--- src/hdl/stpm_pkg.sv ---
// Package for the surface touch point mapper.
// Holds register codes, result widths, rounding constants and the result type.
// No dependencies.
package stpm_pkg;

    localparam int CFG_INDEX_W = 2;

    typedef enum logic [CFG_INDEX_W-1:0] {
        CFG_CORNER_A = 2'd0,
        CFG_CORNER_B = 2'd1,
        CFG_CORNER_D = 2'd2
    } cfg_index_t;

    localparam int TOUCH_W     = 16;
    localparam int U_QW        = 16;
    localparam int U_SHIFT     = 15;
    localparam logic [TOUCH_W-1:0] U_ONE  = 16'd16384;
    localparam logic [U_QW-1:0]    U_QMAX = 16'd49152;
    localparam int V_BITS      = 15;
    localparam int VQ_W        = 32;
    localparam int RHS_SHIFT   = 30;
    localparam int QUEUE_DEPTH = 2;
    localparam int MUL_DIGIT_NARROW = 16;
    localparam int MUL_DIGIT_WIDE   = 8;

    typedef struct packed {
        logic [TOUCH_W-1:0] u;
        logic [TOUCH_W-1:0] v;
        logic               degen;
    } stpm_result_t;

endpackage

--- src/hdl/stpm_fifo.sv ---
// Short item queue between the front end and the arithmetic back end.
// Depends on stpm_pkg for the queue depth.
module stpm_fifo #(
    parameter int DATA_W = 189
) (
    input  logic              clk,
    input  logic              rst_n,
    input  logic              push,
    input  logic [DATA_W-1:0] push_data,
    input  logic              pop,
    output logic              full,
    output logic              empty,
    output logic [DATA_W-1:0] pop_data
);
    import stpm_pkg::*;

    localparam int PTR_W = $clog2(QUEUE_DEPTH);

    logic [DATA_W-1:0] mem_reg [QUEUE_DEPTH];
    logic [PTR_W-1:0]  wr_reg, wr_next;
    logic [PTR_W-1:0]  rd_reg, rd_next;
    logic [PTR_W:0]    cnt_reg, cnt_next;

    assign full     = (cnt_reg == (PTR_W+1)'(QUEUE_DEPTH));
    assign empty    = (cnt_reg == '0);
    assign pop_data = mem_reg[rd_reg];

    always_comb
    begin
        wr_next  = push ? wr_reg + PTR_W'(1) : wr_reg;
        rd_next  = pop  ? rd_reg + PTR_W'(1) : rd_reg;
        cnt_next = cnt_reg + (PTR_W+1)'(push) - (PTR_W+1)'(pop);
    end

    always_ff @(posedge clk or negedge rst_n)
    begin
        if (!rst_n)
        begin
            wr_reg  <= '0;
            rd_reg  <= '0;
            cnt_reg <= '0;
        end
        else
        begin
            wr_reg  <= wr_next;
            rd_reg  <= rd_next;
            cnt_reg <= cnt_next;
        end
    end

    always_ff @(posedge clk)
    begin
        if (push)
        begin
            mem_reg[wr_reg] <= push_data;
        end
    end

endmodule

--- config.mk ---
export PLATFORM = sky130hd
export DESIGN_NAME = stpm_fifo
export DESIGN_NICKNAME = d
export VERILOG_FILES = /design/src/hdl/stpm_pkg.sv /design/src/hdl/stpm_fifo.sv
export SDC_FILE = /design/constraint.sdc
export NUM_CORES = 1
export LEC_CHECK = 0
export ABC_AREA = 1
export BUFFER_PORTS_ARGS = -buffer_cell sky130_fd_sc_hd__buf_4
export CAP_MARGIN = 0
export CORE_UTILIZATION = 35
export DETAILED_ROUTE_END_ITERATION = 8
export GPL_ROUTABILITY_DRIVEN = 0
export GPL_TIMING_DRIVEN = 0
export PLACE_DENSITY = 0.65
export SYNTH_ARGS = -nofsm -noshare
export SYNTH_HDL_FRONTEND = slang
export SYNTH_SLANG_ARGS = --single-unit
--- constraint.sdc ---
create_clock -name clk -period 12 [get_ports clk]
set_input_delay 1.8 -clock clk [delete_from_list [all_inputs] [get_ports clk]]
set_output_delay 1.8 -clock clk [all_outputs]
set_load 0.1 [all_outputs]
==> flow_summary_export.csv <==
group,metric,value,unit
synth,avgSynthCellArea,14.6,um2
synth,seq_area_frac_synth,77.6,%
global_route,grt_pass1_wl,52.9,mm
finish,largest_reg_flops,378,
worst_hold_path,min_from,"wr_reg",
global_route,grt_max_degree,103,
clock_tree,cts_buffers,41,
status,outcome,"finished, final reports clean",
floorplanning,ios,384,
placed_design,dp.cells,1935,
finish,syn_to_final_growth,34.2,%
setup_path,crit_arrival,2.03,ns
clock_tree,hold_buffers,0,
timing,max_freq,261,MHz
timing,slew_viol_final,0,
synth,synth.net_count,1207,
finish,fill_cells,3599,
synth,syn_area,14800,um2
finish,ff_latch_area,11500,um2
clock_tree,cts_root_buf,"clkbuf_16",
floorplanning,die_w,207,um
routing,route.vias.total,8942,
floorplanning,dieHeight,207,um
setup_path,r2r_end,"mem_reg[0][127]",
finish,multiInputGateArea,2190,um2
global_route,grt_pass1_vias,9219,
timing,rsz0062_at_grt,"false",
routing,drt_iter0_drc,445,
finish,finalNetCount,1641,
worst_hold_path,hold_path_end,"wr_reg",
worst_hold_path,hold_path_class,"flop to flop",
timing,finalHoldViolCount,0,
clock_tree,cts_max_path_buffers,3,
job,max-cap-violations,0,
clock_tree,cts.htree.levels,2,
worst_hold_path,worstHoldPathCells,1,
routing,detail-route-antenna-nets,0,
timing,worst_pin_slew,0.737,ns
global_route,grt_usage,16.0,%
placed_design,io_buffers,383,
setup_path,crit_type,"flop to output pin",
clock_tree,path_clk_slew,0.05,ns
synth,synth_cell_types,15,
synth,yosys_register_bits,382,
floorplanning,initial_core_util,35.8,%
clock_tree,cts_tree,"built",
clock_tree,clk-insertion-delay-late,0.54,ns
timing,finalSetupTns,0,ns
global_route,grt_overflow,0,
timing,skew,0.0114,ns
setup_path,r2r_setup_slack,9.87,ns
floorplanning,die_area,43000,um2
routing,drc,0,
timing,max-slew-margin-rel,50.8,%
finish,instances_no_fill,2012,
synth,synth_cells,1012,
setup_path,worst-endpoint-required,10.20,ns
floorplanning,row_count,74,
setup_path,r2r-start,"wr_reg",
timing,setup_viol,0,
synth,yosys_warnings,0,
clock_tree,ctsResizeCount,0,
setup_path,setup.worst_path.end_class,"output pin",
routing,via_per_inst,4.44,
routing,drt_pass1_iterations,5,
setup_path,critical_path.startpoint_type,"flop",
clock_tree,cts.sinks,382,
floorplanning,coreArea,41200,um2
placed_design,hpwl,23.7,mm
global_route,antenna_found_initial,3,
routing,drt-total-wl,34.5,mm
clock_tree,cts_setup_buffers,0,
setup_path,ff2ff_path_depth,4,
timing,fin_crit_sh,31.9,%
timing,min_period,3.83,ns
setup_path,critPathMaxFanout,10,
routing,post_drt_wl_per_cell,17.2,um
finish,drive_gt1_share,40.9,%
-- placed cells by master (no fill, tap or decap) --
cell type,netlist,layout
buf_16,0,3
nor2_4,0,1
nand2_1,195,195
o21ai_2,120,120
clkinv_1,0,11
buf_12,0,5
xor2_1,2,2
edfxtp_1,378,378
buf_4,12,395
diode_2,0,1
inv_8,0,1
clkinv_2,0,4
o21ai_0,67,67
ha_1,2,2
buf_8,1,1
nor2_1,3,2
clkinv_4,0,2
inv_6,0,2
inv_1,196,195
nand3_1,1,1
clkinvlp_4,0,2
buf_6,23,23
dfrtp_1,4,4
o21ai_1,2,2
clkbuf_1,6,15
clkbuf_16,0,43
bufinv_16,0,3
-- worst max path at each step --
stage / from / to / slack, ns / depth (start not counted)
detailed placement: push / mem_reg[0][130] / 8.31 / 6
global placement: push / mem_reg[0][130] / -4.09 / 3
floorplan: push / mem_reg[0][0] / 1.52 / 2
CTS: rd_reg / pop_data[53] / 8.03 / 4
finish: rd_reg / pop_data[53] / 8.17 / 4
global route: rd_reg / pop_data[123] / 8.05 / 6
-- cells by family after synthesis --
family          count (synthesis)  synth area share, %
flops                         382                 77.6
buf+inv                       238                 7.60
simple gates                  199                 5.07
compound gates                189                 9.46
xor+xnor                        2                0.119
fa+ha+maj                       2                0.170
-- worst max-delay path, cell delays in order (launching register included) --
cell	delay, ns
dfrtp_1	0.37
buf_6	0.16
clkbuf_1	0.23
o21ai_0	0.35
buf_4	0.37
-- metrics by stage --
step                worst slack (ns)  utilization, %  cell area [um2]  hold slack (ns)
CTS                             8.03            48.1            19800            0.546
floorplan                       1.52               -            14800            0.463
global placement               -4.09            44.4            18300            0.478
global route                    8.05            48.1            19800            0.560
finish                          8.17            48.1            19800            0.544
detailed placement              8.31            44.9            18500            0.538
-- cell type report --
class / count / share of cell area, %
multi-input combinational: 392 / 11.1
timing repair buffer: 391 / 15.4
clock inverter: 24 / 1.02
tap: 532 / 3.36
antenna: 1 / 0.0126
buffer: 42 / 1.95
inverter: 196 / 3.75
clock buffer: 52 / 5.60
sequential: 382 / 57.8
-- synth_stat cells --
library cell / count / share of area (%)
buf_4: 12 / 0.61
buf_6: 23 / 1.8
buf_8: 1 / 0.10
clkbuf_1: 6 / 0.15
dfrtp_1: 4 / 0.68
edfxtp_1: 378 / 77
ha_1: 2 / 0.17
inv_1: 196 / 5.0
nand2_1: 195 / 5.0
nand3_1: 1 / 0.034
nor2_1: 3 / 0.076
o21ai_0: 67 / 2.3
o21ai_1: 2 / 0.068
o21ai_2: 120 / 7.1
xor2_1: 2 / 0.12
-- metal layers --
layer	vias up	GRT usage, %	routed length, um	share of wire (%)
met2	314	27.0	17000	49
met5	-	0	27	0.078
met4	4	5.33	695	2.0
li1	4320	-	-	-
met3	52	6.60	3530	10
met1	4252	18.4	13300	39
Power is left out: the tool's default activity adds up to more than one toggle a clock period on the data nets, which glitch-free logic cannot reach.
