[config.mk]
export PLATFORM = sky130hd
export DESIGN_NAME = stpm_front
export DESIGN_NICKNAME = d
export VERILOG_FILES = /design/src/hdl/stpm_pkg.sv /design/src/hdl/stpm_front.sv
export SDC_FILE = /design/constraint.sdc
export NUM_CORES = 1
export LEC_CHECK = 0
export BUFFER_PORTS_ARGS = -buffer_cell sky130_fd_sc_hd__buf_2
export CAP_MARGIN = 0
export CORE_ASPECT_RATIO = 0.75
export CORE_MARGIN = 4
export CORE_UTILIZATION = 60
export CTS_CLUSTER_SIZE = 14
export DETAILED_ROUTE_END_ITERATION = 10
export PLACE_DENSITY = 0.95
export SYNTH_ARGS = -nofsm -noshare
export SYNTH_HDL_FRONTEND = slang
export SYNTH_SLANG_ARGS = --single-unit
[constraint.sdc]
create_clock -name clk -period 7.9 [get_ports clk]
set_input_delay 1.58 -clock clk [delete_from_list [all_inputs] [get_ports clk]]
set_output_delay 1.58 -clock clk [all_outputs]
set_load 0.05 [all_outputs]
[src/hdl/stpm_pkg.sv]
// Package for the surface touch point mapper.
// Holds register codes, result widths, rounding constants and the result type.
// No dependencies.
package stpm_pkg;

    localparam int CFG_INDEX_W = 2;

    typedef enum logic [CFG_INDEX_W-1:0] {
        CFG_CORNER_A = 2'd0,
        CFG_CORNER_B = 2'd1,
        CFG_CORNER_D = 2'd2
    } cfg_index_t;

    localparam int TOUCH_W     = 16;
    localparam int U_QW        = 16;
    localparam int U_SHIFT     = 15;
    localparam logic [TOUCH_W-1:0] U_ONE  = 16'd16384;
    localparam logic [U_QW-1:0]    U_QMAX = 16'd49152;
    localparam int V_BITS      = 15;
    localparam int VQ_W        = 32;
    localparam int RHS_SHIFT   = 30;
    localparam int QUEUE_DEPTH = 2;
    localparam int MUL_DIGIT_NARROW = 16;
    localparam int MUL_DIGIT_WIDE   = 8;

    typedef struct packed {
        logic [TOUCH_W-1:0] u;
        logic [TOUCH_W-1:0] v;
        logic               degen;
    } stpm_result_t;

endpackage

[src/hdl/stpm_front.sv]
// Front end of the touch point mapper: corner registers, item accept, edge and offset vectors.
// Depends on stpm_pkg.
module stpm_front #(
    parameter int COORD_WIDTH = 20
) (
    input  logic                                clk,
    input  logic                                rst_n,
    input  logic                                start,
    input  logic                                full,
    input  logic signed [COORD_WIDTH-1:0]       point_x,
    input  logic signed [COORD_WIDTH-1:0]       point_y,
    input  logic signed [COORD_WIDTH-1:0]       point_z,
    input  logic                                cfg_valid,
    input  logic [stpm_pkg::CFG_INDEX_W-1:0]    cfg_index,
    input  logic [3*COORD_WIDTH-1:0]            cfg_data,
    output logic                                push,
    output logic [9*(COORD_WIDTH+1)-1:0]        item
);
    import stpm_pkg::*;

    localparam int W  = COORD_WIDTH;
    localparam int DW = COORD_WIDTH + 1;

    logic signed [W-1:0] cor_reg [3][3];
    logic signed [W-1:0] pt [3];

    assign pt[0] = point_x;
    assign pt[1] = point_y;
    assign pt[2] = point_z;
    assign push  = start & ~full;

    always_ff @(posedge clk or negedge rst_n)
    begin
        if (!rst_n)
        begin
            for (int c = 0; c < 3; c++)
            begin
                for (int k = 0; k < 3; k++)
                begin
                    cor_reg[c][k] <= '0;
                end
            end
        end
        else if (cfg_valid)
        begin
            for (int k = 0; k < 3; k++)
            begin
                case (cfg_index)
                    CFG_CORNER_A: cor_reg[0][k] <= cfg_data[k*W +: W];
                    CFG_CORNER_B: cor_reg[1][k] <= cfg_data[k*W +: W];
                    CFG_CORNER_D: cor_reg[2][k] <= cfg_data[k*W +: W];
                    default: ;
                endcase
            end
        end
    end

    for (genvar k = 0; k < 3; k++)
    begin : g_diff
        assign item[k*DW +: DW]     = DW'(cor_reg[1][k]) - DW'(cor_reg[0][k]);
        assign item[(3+k)*DW +: DW] = DW'(cor_reg[2][k]) - DW'(cor_reg[0][k]);
        assign item[(6+k)*DW +: DW] = DW'(pt[k]) - DW'(cor_reg[0][k]);
    end

endmodule

==> impl_metrics.sql <==
INSERT INTO impl_metrics (metric_group, metric, value, unit) VALUES
('outcome', 'outcome', 'completed', ''),
('synth', 'synth_top_family_by_area', 'compound AO/OA/AOI/OAI gates', ''),
('sta', 'worst_setup_slack_final', '2.324', 'ns'),
('synth', 'post_synth_instance_area', '0.01561', 'sq mm'),
('final_layout', 'multi_input_area', '0.01041', 'sq mm'),
('synth', 'yosys.area.top_type_share', '28.85', '%'),
('power_and_ir_drop', 'cellInternalPower', '3.068', 'mW'),
('min_path', 'min-delay-path-class', 'reg2reg', ''),
('routing', 'via_per_instance_ratio', '6.148', ''),
('global_route', 'initial_antenna_violation_count', '6', ''),
('routing', 'dr_wl_met2', '21570', 'um'),
('global_route', 'grt_pass1_wl', '74170', 'um'),
('clock_network', 'cts_made_buffers', '17', ''),
('power_and_ir_drop', 'power.density_cell_area', '422.5', 'mW/mm^2'),
('die', 'die_area', '0.02870', 'sq mm'),
('die', 'pin_count', '317', ''),
('global_route', 'first_global_vias', '14680', ''),
('power_and_ir_drop', 'seq_power_share', '15.6', '%'),
('synth', 'post_synth_num_cell_types', '73', ''),
('power_and_ir_drop', 'clk_network_pwr_share', '10.8', '%'),
('clock_network', 'cts_setup_buffers', '0', ''),
('worst_setup_path', 'timing_worst_setup_path_type', 'in2out', ''),
('routing', 'dr_total_vias', '14860', ''),
('final_layout', 'sequential_cell_area', '0.004504', 'sq mm'),
('power_and_ir_drop', 'power_frac_comb', '73.6', '%'),
('clock_network', 'cts.path.max_buffers', '2', ''),
('clock_network', 'clk_pin_slew_worst_paths', '0.07', 'ns'),
('sta', 'layout_min_cycle_time', '5.576', 'ns'),
('power_and_ir_drop', 'worst_ir_drop_vdd', '309.7', 'uV'),
('synth', 'synthCells', '1769', ''),
('routing', 'first_iter_violations', '1203', ''),
('place', 'numPortBuffers', '316', ''),
('synth', 'synth_fa_ha_area_share', '15.58', '%'),
('clock_network', 'cts.hold.buffers_added', '0', ''),
('routing', 'dr.pass1.iters', '6', ''),
('synth', 'syn_nets', '2085', ''),
('sta', 'achievable-frequency', '179.4', 'MHz'),
('worst_setup_path', 'cp_max_fo', '4', ''),
('global_route', 'globalRouteOverflowTotal', '0', ''),
('worst_setup_path', 'crit_path_end_kind', 'output port', ''),
('die', 'core.rowCount', '50', ''),
('job', 'maximum_capacitance_violations', '0', ''),
('synth', 'synth_seq_cells', '180', ''),
('final_layout', 'layout.nets', '2380', ''),
('power_and_ir_drop', 'p_leak', '8.746', 'nW'),
('power_and_ir_drop', 'p_sw_share', '59.78', '%'),
('sta', 'relSlewSlack', '35.05', '%'),
('synth', 'synth_sequential_area_ratio', '28.85', '%'),
('sta', 'number_of_failing_setup_endpoints_in_the_final_timing_report', '0', ''),
('synth', 'synth_mux_area_share', '8.870', '%'),
('final_layout', 'fill_cells', '1830', ''),
('sta', 'fin_setup_tns', '0', 'ns'),
('final_layout', 'design_area', '0.01805', 'sq mm'),
('synth', 'syn_area_per_cell', '8.827', 'sq um'),
('synth', 'synth.area.top_cells', 'dfrtp_1, ha_1, mux2_2', ''),
('place', 'gp_congestion', '0.9597', ''),
('die', 'floorplan.initialDensity', '61.78', '%'),
('routing', 'drtAntennaViolNets', '0', ''),
('synth', 'ys_async_sr_fraction', '100.0', '%'),
('clock_network', 'tritoncts', 'built', ''),
('final_layout', 'post_route_cells_drive_above_1_share', '23.69', '%'),
('sta', 'fin_crit_sh', '70.58', '%'),
('routing', 'drt_wl_total', '46170', 'um'),
('place', 'detailedPlacementHpwl', '35640', 'um'),
('die', 'dieWidth', '194.3', 'um'),
('clock_network', 'postCtsResizedCells', '0', ''),
('clock_network', 'htree_levels', '4', ''),
('die', 'die_height', '147.7', 'um'),
('die', 'core_region_area', '0.02527', 'sq mm'),
('final_layout', 'largest_reg_flops', '180', ''),
('synth', 'top_reg_cell_synth', 'dfrtp_1', '');
power by group through the flow:
| stage | Combinational (mW) | Clock (mW) | Sequential, mW |
|---|---|---|---|
| floorplan | 4.31 | 0 | 1.17 |
| global placement | 5.42 | 0 | 1.19 |
| detailed placement | 5.53 | 0 | 1.20 |
| CTS | 5.57 | 0.827 | 1.19 |
| global route | 5.95 | 0.864 | 1.21 |
| finish | 5.62 | 0.820 | 1.19 |
placed cells by master (no fill, tap or decap), types with 38 or more instances in the layout:
| cell | count |
|---|---|
| a21o_1 | 59 |
| a21oi_1 | 123 |
| buf_2 | 315 |
| dfrtp_1 | 180 |
| ha_1 | 180 |
| inv_1 | 143 |
| mux2_2 | 123 |
| nand2_1 | 130 |
| nand3_1 | 38 |
| nor2_1 | 115 |
| nor2b_1 | 39 |
| nor3_1 | 49 |
| o21a_1 | 40 |
| o21ai_0 | 94 |
| xnor2_1 | 85 |
critical path, stage by stage:
cell,delay [ns]
buf_2,0.10
inv_1,0.05
ha_1,0.19
fa_1,0.23
nor2b_1,0.07
o31a_1,0.28
o211ai_1,0.32
nand3b_1,0.17
a221oi_1,0.43
nor3_1,0.08
a211oi_1,0.20
buf_2,0.29
cells in the mapped netlist, types with 36 or more instances:
cell	number
a21oi_1	123
nor2_1	115
o21a_1	40
xnor2_1	85
dfrtp_1	180
nand2_1	130
mux2_2	123
nor3_1	49
xor2_1	36
inv_1	143
o21ai_0	94
ha_1	180
a21o_1	59
nor2b_1	39
nand3_1	38
area by class of cell:
cell class / count / share of cell area, %
multi-input cells: 1401 / 57.67
flip-flops and latches: 180 / 24.95
repair buffers: 321 / 9.003
inverters: 143 / 2.973
clock buffers: 19 / 2.398
well taps: 338 / 2.343
clock inverters: 13 / 0.6376
diodes: 2 / 0.02772
cell families (layout without fill, tap and decap cells):
logic type,Yosys count,in the layout
AOI/OAI and AO/OA,497,497
xor gates and xnor gates,121,121
adders and majority gates,189,189
buffers and inverters,188,496
DFF,180,180
muxes,123,123
other,0,2
and+or+nand+nor,471,471
per-stage QoR:
| step | hold slack (ns) | cells |
|---|---|---|
| after floorplan | 0.4794 | 1769 |
| after global placement | 0.4872 | 2383 |
| after detailed placement | 0.4996 | 2383 |
| after CTS | 0.5179 | 2415 |
| after global routing | 0.5291 | 2417 |
| final | 0.5157 | 2417 |
worst paths after layout:
check	start	to	cells past startpoint	slack, ns
min in group asynchronous	rst_n	cor_reg[20]	1	1.22
setup / recovery	point_z[0]	item[188]	12	2.32
max in group asynchronous	rst_n	cor_reg[171]	2	5.13
hold reg to reg	cor_reg[87]	cor_reg[87]	1	0.52
setup reg to reg	cor_reg[121]	cor_reg[121]	2	6.96
hold / removal	cor_reg[87]	cor_reg[87]	1	0.52
layer usage:
layer / vias to the layer above / global-route usage [%]
met2: 714 / 52.27
met1: 7052 / 40.83
met4: 8 / 9.100
met3: 112 / 6.562
li1: 6974 / -
met5: - / 0
(Power assumes the default switching activity.)
